**config.mk**
```make
export PLATFORM = sky130hd
export DESIGN_NAME = sdvs_ctrl
export DESIGN_NICKNAME = d
export VERILOG_FILES = /design/src/hw/rtl/assert_macros.svh /design/src/hw/rtl/sdvs_pkg.sv /design/src/hw/rtl/sdvs_ctrl.sv
export SDC_FILE = /design/constraint.sdc
export NUM_CORES = 1
export LEC_CHECK = 0
export ABC_AREA = 0
export BUFFER_PORTS_ARGS = -buffer_cell sky130_fd_sc_hd__buf_4
export CORE_MARGIN = 4
export CORE_UTILIZATION = 25
export DETAILED_ROUTE_END_ITERATION = 8
export PLACE_DENSITY = 0.44
export SLEW_MARGIN = 25
export SYNTH_ARGS = -nofsm -noshare
export SYNTH_HDL_FRONTEND = slang
export SYNTH_SLANG_ARGS = --single-unit
```
**constraint.sdc**
```tcl
create_clock -name clk -period 1.68 [get_ports clk]
set_input_delay 0.336 -clock clk [delete_from_list [all_inputs] [get_ports clk]]
set_output_delay 0.336 -clock clk [all_outputs]
set_load 0.1 [all_outputs]
```
**src/hw/rtl/assert_macros.svh**
```systemverilog
// ----------------------------------------------------------------------------
// Assertion macros
// Shared concurrent assertion forms, clocked on clk and idle during reset.
// ----------------------------------------------------------------------------
`ifndef ASSERT_MACROS_SVH
`define ASSERT_MACROS_SVH

// same-cycle implication
`define ASSERT_IMPLY(lbl, ante, cons) \
	lbl: assert property (@(posedge clk) disable iff (!arst_n) (ante) |-> (cons)) \
		else $error("implication check failed");

// next-cycle implication
`define ASSERT_NEXT(lbl, ante, cons) \
	lbl: assert property (@(posedge clk) disable iff (!arst_n) (ante) |=> (cons)) \
		else $error("next-cycle check failed");

`endif

```
**src/hw/rtl/sdvs_pkg.sv**
```systemverilog
// ----------------------------------------------------------------------------
// sdvs_pkg
// Types, constants and tables of the snare drum voice.
// ----------------------------------------------------------------------------
package sdvs_pkg;

	localparam int BLOCK_LOG2  = 5;
	localparam int BLOCK_LEN   = 1 << BLOCK_LOG2;
	localparam int CNT_W       = (BLOCK_LOG2 > 0) ? BLOCK_LOG2 : 1;
	localparam int SINE_POINTS = 256;
	localparam int IN_W        = 184;

	localparam logic signed [31:0] Q31_ONE         = 32'sh7fffffff;
	localparam logic signed [31:0] PARAM_NORM      = 32'sd66052;
	localparam logic signed [31:0] INC_A440        = 32'sd39370534;
	localparam logic signed [31:0] EXP_SCALE       = 32'sh0aaaaaab;
	localparam logic signed [31:0] POLY_C3         = 32'sh09e79bdb;
	localparam logic signed [31:0] POLY_C2         = 32'sh1d0c5fa9;
	localparam logic signed [31:0] POLY_C1         = 32'sh5903d9d4;
	localparam logic signed [31:0] HALF_ONE        = 32'sh40000000;
	localparam logic signed [31:0] MODE_RATIO_FRAC = 32'sh4f5c28f6;
	localparam logic signed [31:0] MODE_TWO_LEVEL  = 32'sh46666666;
	localparam logic signed [31:0] HIGHPASS_COEF   = 32'sh7834793e;
	localparam logic signed [31:0] NOISE_LEVEL     = 32'sh60000000;
	localparam logic signed [31:0] GAIN_DIP        = 32'sh39999999;
	localparam logic [31:0]        LCG_MUL         = 32'd1664525;
	localparam logic [31:0]        LCG_ADD         = 32'd1013904223;
	localparam logic [31:0]        SEED_INIT       = 32'h2545f491;
	localparam logic signed [31:0] NOTE_MAX        = 32'sd8323072;
	localparam logic signed [31:0] NOTE_BIAS       = 32'sd4849664;
	localparam logic [14:0]        WORD_MAX        = 15'h7f00;

	typedef enum logic [5:0] {
		OP_NOP, OP_LOAD, OP_DB, OP_DS,
		OP_P1, OP_P2, OP_P3, OP_P4, OP_P5, OP_P6,
		OP_D0, OP_D1, OP_D2, OP_D3, OP_D4, OP_D5,
		OP_C0, OP_C1, OP_C2, OP_C3, OP_L0, OP_RAMP,
		OP_S1, OP_S2, OP_S3, OP_S4, OP_S5, OP_S6,
		OP_S7, OP_S8, OP_S9, OP_S10, OP_S11, OP_S12
	} op_t;

	typedef enum logic [5:0] {
		ST_IDLE, ST_DB, ST_DS,
		ST_P1, ST_P2, ST_P3, ST_P4, ST_P5, ST_P6,
		ST_D0, ST_D1, ST_D2, ST_D3, ST_D4, ST_D5,
		ST_C0, ST_C1, ST_C2, ST_C3, ST_L0, ST_RAMP,
		ST_S1, ST_S2, ST_S3, ST_S4, ST_S5, ST_S6,
		ST_S7, ST_S8, ST_S9, ST_S10, ST_S11, ST_S12
	} state_t;

	typedef struct packed {
		op_t  op;
		logic last;
	} cmd_t;

	typedef struct packed {
		logic out_free;
	} status_t;

	typedef logic [31:0] sine_tab_t [SINE_POINTS];

	localparam logic [31:0] BRIGHT_ROM [17] = '{
		32'h129b499f, 32'h157332b1, 32'h18ad3dd8, 32'h1c522d1b, 32'h2069f7b5,
		32'h24fb1c69, 32'h2a09c596, 32'h2f96bf14, 32'h359e44d6, 32'h3c16bc04,
		32'h42ef772f, 32'h4a0fb888, 32'h51563894, 32'h58998735, 32'h5fa99fd7,
		32'h6652f47d, 32'h6c62fabb
	};

	function automatic logic [63:0] wide_mul_shr(logic [63:0] a, logic [63:0] b, int sh);
		logic [127:0] pr;
		pr = {64'd0, a} * {64'd0, b};
		pr = pr >> sh;
		return pr[63:0];
	endfunction

	function automatic logic [63:0] series_div(logic [63:0] v, int k);
		logic [63:0] r;
		case (k)
			1:       r = v / 6;
			2:       r = v / 20;
			3:       r = v / 42;
			4:       r = v / 72;
			5:       r = v / 110;
			6:       r = v / 156;
			7:       r = v / 210;
			8:       r = v / 272;
			9:       r = v / 342;
			10:      r = v / 420;
			11:      r = v / 506;
			default: r = v / 600;
		endcase
		return r;
	endfunction

	// Taylor series of sin over the first quadrant, rounded to Q31
	function automatic logic [31:0] quarter_sine(int i);
		logic [63:0] x, x2, term, sum, v;
		x    = (64'h6487ED5110B4611A >> 7) * 64'(i);
		x2   = wide_mul_shr(x, x, 61);
		term = x;
		sum  = x;
		for (int k = 1; k <= 12; k++) begin
			term = series_div(wide_mul_shr(term, x2, 61), k);
			if (k % 2 == 1)
				sum = sum - term;
			else
				sum = sum + term;
		end
		v = (wide_mul_shr(sum, 64'h7fffffff, 60) + 64'd1) >> 1;
		if (v > 64'h7fffffff)
			v = 64'h7fffffff;
		return v[31:0];
	endfunction

	function automatic sine_tab_t build_sine();
		sine_tab_t t;
		logic [31:0] q;
		for (int i = 0; i <= SINE_POINTS / 4; i++) begin
			q = quarter_sine(i);
			t[i] = q;
			t[SINE_POINTS / 2 - i] = q;
			t[SINE_POINTS / 2 + i] = 32'd0 - q;
			if (i > 0)
				t[SINE_POINTS - i] = 32'd0 - q;
		end
		return t;
	endfunction

	localparam sine_tab_t SINE_ROM = build_sine();

endpackage

```
**src/hw/rtl/sdvs_ctrl.sv**
```systemverilog
// ----------------------------------------------------------------------------
// sdvs_ctrl
// Sequencer: one datapath op per cycle for setup and samples unless stalled.
// ----------------------------------------------------------------------------
module sdvs_ctrl (
	input  logic              clk,
	input  logic              arst_n,
	input  logic              in_valid,
	output logic              in_ready,
	input  sdvs_pkg::status_t status,
	output sdvs_pkg::cmd_t    cmd
);

	sdvs_pkg::state_t state_q, state_d;
	logic [sdvs_pkg::CNT_W-1:0] cnt_q, cnt_d;
	logic last;

	assign last = (cnt_q == sdvs_pkg::CNT_W'(sdvs_pkg::BLOCK_LEN - 1));

	always_ff @(posedge clk or negedge arst_n) begin
		if (!arst_n) begin
			state_q <= sdvs_pkg::ST_IDLE;
			cnt_q   <= '0;
		end else begin
			state_q <= state_d;
			cnt_q   <= cnt_d;
		end
	end

	always_comb begin
		state_d  = state_q;
		cnt_d    = cnt_q;
		in_ready = 1'b0;
		cmd.op   = sdvs_pkg::OP_NOP;
		cmd.last = last;
		unique case (state_q)
			sdvs_pkg::ST_IDLE: begin
				in_ready = 1'b1;
				if (in_valid) begin
					cmd.op  = sdvs_pkg::OP_LOAD;
					cnt_d   = '0;
					state_d = sdvs_pkg::ST_DB;
				end
			end
			sdvs_pkg::ST_DB:   begin cmd.op = sdvs_pkg::OP_DB;   state_d = sdvs_pkg::ST_DS;   end
			sdvs_pkg::ST_DS:   begin cmd.op = sdvs_pkg::OP_DS;   state_d = sdvs_pkg::ST_P1;   end
			sdvs_pkg::ST_P1:   begin cmd.op = sdvs_pkg::OP_P1;   state_d = sdvs_pkg::ST_P2;   end
			sdvs_pkg::ST_P2:   begin cmd.op = sdvs_pkg::OP_P2;   state_d = sdvs_pkg::ST_P3;   end
			sdvs_pkg::ST_P3:   begin cmd.op = sdvs_pkg::OP_P3;   state_d = sdvs_pkg::ST_P4;   end
			sdvs_pkg::ST_P4:   begin cmd.op = sdvs_pkg::OP_P4;   state_d = sdvs_pkg::ST_P5;   end
			sdvs_pkg::ST_P5:   begin cmd.op = sdvs_pkg::OP_P5;   state_d = sdvs_pkg::ST_P6;   end
			sdvs_pkg::ST_P6:   begin cmd.op = sdvs_pkg::OP_P6;   state_d = sdvs_pkg::ST_D0;   end
			sdvs_pkg::ST_D0:   begin cmd.op = sdvs_pkg::OP_D0;   state_d = sdvs_pkg::ST_D1;   end
			sdvs_pkg::ST_D1:   begin cmd.op = sdvs_pkg::OP_D1;   state_d = sdvs_pkg::ST_D2;   end
			sdvs_pkg::ST_D2:   begin cmd.op = sdvs_pkg::OP_D2;   state_d = sdvs_pkg::ST_D3;   end
			sdvs_pkg::ST_D3:   begin cmd.op = sdvs_pkg::OP_D3;   state_d = sdvs_pkg::ST_D4;   end
			sdvs_pkg::ST_D4:   begin cmd.op = sdvs_pkg::OP_D4;   state_d = sdvs_pkg::ST_D5;   end
			sdvs_pkg::ST_D5:   begin cmd.op = sdvs_pkg::OP_D5;   state_d = sdvs_pkg::ST_C0;   end
			sdvs_pkg::ST_C0:   begin cmd.op = sdvs_pkg::OP_C0;   state_d = sdvs_pkg::ST_C1;   end
			sdvs_pkg::ST_C1:   begin cmd.op = sdvs_pkg::OP_C1;   state_d = sdvs_pkg::ST_C2;   end
			sdvs_pkg::ST_C2:   begin cmd.op = sdvs_pkg::OP_C2;   state_d = sdvs_pkg::ST_C3;   end
			sdvs_pkg::ST_C3:   begin cmd.op = sdvs_pkg::OP_C3;   state_d = sdvs_pkg::ST_L0;   end
			sdvs_pkg::ST_L0:   begin cmd.op = sdvs_pkg::OP_L0;   state_d = sdvs_pkg::ST_RAMP; end
			sdvs_pkg::ST_RAMP: begin cmd.op = sdvs_pkg::OP_RAMP; state_d = sdvs_pkg::ST_S1;   end
			sdvs_pkg::ST_S1:   begin cmd.op = sdvs_pkg::OP_S1;   state_d = sdvs_pkg::ST_S2;   end
			sdvs_pkg::ST_S2:   begin cmd.op = sdvs_pkg::OP_S2;   state_d = sdvs_pkg::ST_S3;   end
			sdvs_pkg::ST_S3:   begin cmd.op = sdvs_pkg::OP_S3;   state_d = sdvs_pkg::ST_S4;   end
			sdvs_pkg::ST_S4:   begin cmd.op = sdvs_pkg::OP_S4;   state_d = sdvs_pkg::ST_S5;   end
			sdvs_pkg::ST_S5:   begin cmd.op = sdvs_pkg::OP_S5;   state_d = sdvs_pkg::ST_S6;   end
			sdvs_pkg::ST_S6:   begin cmd.op = sdvs_pkg::OP_S6;   state_d = sdvs_pkg::ST_S7;   end
			sdvs_pkg::ST_S7:   begin cmd.op = sdvs_pkg::OP_S7;   state_d = sdvs_pkg::ST_S8;   end
			sdvs_pkg::ST_S8:   begin cmd.op = sdvs_pkg::OP_S8;   state_d = sdvs_pkg::ST_S9;   end
			sdvs_pkg::ST_S9:   begin cmd.op = sdvs_pkg::OP_S9;   state_d = sdvs_pkg::ST_S10;  end
			sdvs_pkg::ST_S10:  begin cmd.op = sdvs_pkg::OP_S10;  state_d = sdvs_pkg::ST_S11;  end
			sdvs_pkg::ST_S11:  begin cmd.op = sdvs_pkg::OP_S11;  state_d = sdvs_pkg::ST_S12;  end
			sdvs_pkg::ST_S12: begin
				// hold until the output register can take the beat
				if (status.out_free) begin
					cmd.op = sdvs_pkg::OP_S12;
					if (last) begin
						state_d = sdvs_pkg::ST_IDLE;
					end else begin
						cnt_d   = cnt_q + 1'b1;
						state_d = sdvs_pkg::ST_S1;
					end
				end
			end
			default: state_d = sdvs_pkg::ST_IDLE;
		endcase
	end

endmodule

```
-- Word level (Yosys, flattened, before mapping)
Cells that the tools add are included.
- register bits after elaboration: 11
- bits of input ports: 4
- output and inout bits: 8
- word-level logic and storage cells: 55
- $add $sub $neg: 1
- eq/ne operators: 36
- multiplexer cells: 12
- reduce and logical (&&, ||, !) cells: 4
- operators with widths (kind ; count):
    $pmux 6 s33 ; 2
    $eq 6x5->1 const B ; 16
    $eq 6x4->1 const B ; 8
    $eq 6x3->1 const B ; 4
    $mux 5 ; 4
    $mux 6 ; 3
    $eq 6x2->1 const B ; 2
    $pmux 5 s2 ; 1
    $eq 6x1->1 const B ; 1
    $eq 6x6->1 const B ; 1
    $logic_not 6->1 ; 1
    $ne 2x2->1 const B ; 3
    $add 5x1->5 const B ; 1
    $eq 5x5->1 const B ; 1
    $reduce_and 4->1 ; 1
    $mux 1 ; 2
    $reduce_and 2->1 ; 1
    $reduce_bool 2->1 ; 1

-- Longest topological paths before layout
- depth after elaboration: 4
- gate-level depth with buffers: 6
- mapped depth without buffers: 6

-- Worst setup path before layout
No wires, ideal clock.
- path type: flip-flop to output port
- start point: reg state_q[1]
- end point: out cmd[6] (netlist bit)
- arrival: 3.024 ns
- required time: 1.344 ns
- setup slack: -1.680 ns
- cell stages (with the launch flop): 4
- buffers on the path: 0
- cell sequence: dfrtp_1 > nor4_1 > nand2b_1 > o21ai_0
- RTL lines (what ; line ; source):
    start, declared ; sdvs_ctrl.sv:14 ; sdvs_pkg::state_t state_q, state_d;
    start signal, assigned ; sdvs_ctrl.sv:22 ; state_q <= sdvs_pkg::ST_IDLE;
    start signal, assigned ; sdvs_ctrl.sv:25 ; state_q <= state_d;
    end, declared ; sdvs_ctrl.sv:11 ; output sdvs_pkg::cmd_t cmd

==> run metrics <==
r2r worst-path depth 5; Clock transition at path regs 70 ps; final setup violating endpoints 16; Worst R2R End cnt_q[0]$_DFFE_PN0P_; violated checks setup timing; global route overflow 0; share of cells above drive strength 1 67.9%; initial antenna violation count 0; library cells used by synthesis 29; critical path class reg -> out; TritonCTS Buffers 3; met2 routed WL 957 microns; dominant cells by area after synthesis dfrtp_1 43%, nor2_1 4.1%, xor2_1 4.1%, ha_1 3.9%, nand2b_1 3.9%; final WL 1940 microns; Max Cap Viol 0; CP Capture Point cmd[1]; nets@finish 113; Reg2Reg Setup Slack -250 ps; via count 665; Worst-Skew Late Latency 260 ps; area grow syn2layout 105%; Synth top area share 43.1%; clk_skew 0.657 ps; min Tclk post-route 2010 ps; startpoint class of the critical path flop; I/O pin cnt 12; Die H 58.6 microns; ANT cells 0; RSZ-0062 raised after global routing yes; Highest Signal Layer met4; Final period util 120%; Synth Area per Inst 9.54 sq um; Synth Instances 67; Core ar. 2450 sq um; WP data arrival 1680 ps; total track usage 12.6%; row count 18; CTS tree yes; CP cell instances or4_4 > o21bai_4 > a21oi_4 > buf_12; HPWL after detailed placement 1200 microns; CTS Sinks 11; Yosys reg bits 11; Root Driver clkbuf_4; Worst Setup End Kind primary output; f_max 496 MHz; max incr delay on CP 560 ps; Worst Setup Slack, final -335 ps; register area share after synthesis 43.1%; Yosys warnings 0; Vias/cell 4.89; Pre-antenna DRT Iters 4; WL/cell 14.3 microns; M1 WL 857 microns; Clock Path Buffers 2; status finished with violations; Placer Congestion 0.747; post-place setup slack -210 ps; DIE WIDTH 58.6 microns; combined area of the multi-input logic cells 528 sq um; register area 277 sq um; CP max-delay cell or4_4; largest net degree at the start of global routing 13; cell taking the most area after synthesis dfrtp_1; DR iter-0 viols 4; first-pass GRT wire length 3250 microns; Req. time, crit path 1340 ps; initial core utilization 26.0%; # DRC 0; met3 routed WL 76 microns; H-tree levels 1; Slew @ Worst Pin 254 ps; post-synth net total 73; Worst Setup SP state_q[4]$_DFFE_PN0P_; I/O Buffers 11; vias in the first global route 652; die area 3430 sq um; final hold slack 410 ps; Final Slew Violations 0; Post-Syn Area 639 sq um; Antenna Violating Nets Remaining 0; worst hold path class in -> reg; worst relative slew slack 82.9%; worst-path fanout max 2; final hold violations 0; reg-to-reg startpoint state_q[4]$_DFFE_PN0P_; fill count 192
synthesized netlist by cell type:
master,number
buf_4,3
nand3b_1,1
dfrtp_1,11
nand2b_1,4
or2_2,1
a21oi_1,2
nand3_1,3
or3b_2,1
clkbuf_2,1
a211o_1,1
o21bai_1,1
o211ai_1,2
xor2_1,3
and3_1,2
or3_2,1
or4_1,2
xnor2_1,1
a211o_2,1
nand4_1,1
nor2_1,7
ha_1,2
a22o_1,2
nor4_1,2
clkbuf_1,2
o21ai_0,5
mux2_2,1
nor3_1,1
nand4b_1,1
nand2_1,2
repair_timing:
action / in CTS / in global routing
setup buffers: 8 / 6
hold buffers: 1 / 0
endpoints found under the setup margin: 16 / 16
gates resized for setup: 50 / 6
pin swaps: 13 / 9
endpoints found under the hold margin: 11 / 0
area by class of cell:
class                      instances  area share [%]
timing repair buffer              41            33.7
sequential                        11            21.1
multi-input combinational         50            40.3
clock buffer                       4            2.01
tap                               30            2.87
layout by cell type (no fill, tap or decap), types with 2 or more instances in the layout:
cell,n
buf_4,24
dfrtp_1,10
buf_12,8
buf_6,8
nor2_4,3
nor2_1,3
nand2b_1,3
clkbuf_4,3
xor2_2,2
nand3_2,2
o21ai_0,2
a22o_1,2
o21ai_2,2
o211ai_1,2
stage by stage:
| step | cell area [sq um] | std cells | util, % | setup TNS [ps] |
|---|---|---|---|---|
| after CTS | 1260 | 131 | 51.3 | -2160 |
| after global routing | 1310 | 136 | 53.3 | -3800 |
| final | 1310 | 136 | 53.3 | -2660 |
| after detailed placement | 927 | 119 | 37.8 | -1500 |
| after global placement | 927 | 119 | 37.8 | -1600 |
| after floorplan | 717 | 67 | - | -704 |
worst max-delay path: cells and delay by family (launching register included):
family,cells,cell delay (ps)
AND/OR/NAND/NOR,1,560
flip-flops,1,440
AO/OA/AOI/OAI,2,250
buffers and inverters,1,160
layer usage:
metal / track usage, % / vias up
met5: 0 / -
met4: 5.83 / 0
li1: - / 320
met3: 2.85 / 6
met1: 16.7 / 325
met2: 19.6 / 14
worst min path at each step:
stage,depth (start not counted),endpoint,startpoint,slack [ps]
2_1_floorplan,0,cnt_q[0]$_DFFE_PN0P_,arst_n,40
3_3_place_gp,1,cnt_q[3]$_DFFE_PN0P_,arst_n,190
3_5_place_dp,1,cnt_q[3]$_DFFE_PN0P_,arst_n,190
4_1_cts,3,state_q[5]$_DFFE_PN0P_,status,390
5_1_grt,3,state_q[5]$_DFFE_PN0P_,status,450
6_report,3,state_q[5]$_DFFE_PN0P_,status,410
flip-flops by register name (all words and copies together) (netlist names):
name     count
cnt_q        5
state_q      6
cells by family (layout without fill, tap and decap cells):
logic type,Yosys count,after routing,share of synthesized area [%]
and+or+nand+nor,29,29,25.6
AOI/OAI and AO/OA,14,14,14.7
DFF,11,11,43.1
buffers and inverters,6,45,5.48
xor gates and xnor gates,4,4,5.48
adders and majority gates,2,2,3.91
muxes,1,1,1.76
Power is not shown: default switching activity piles up to over one toggle a cycle in this logic, so the estimate is an artifact.
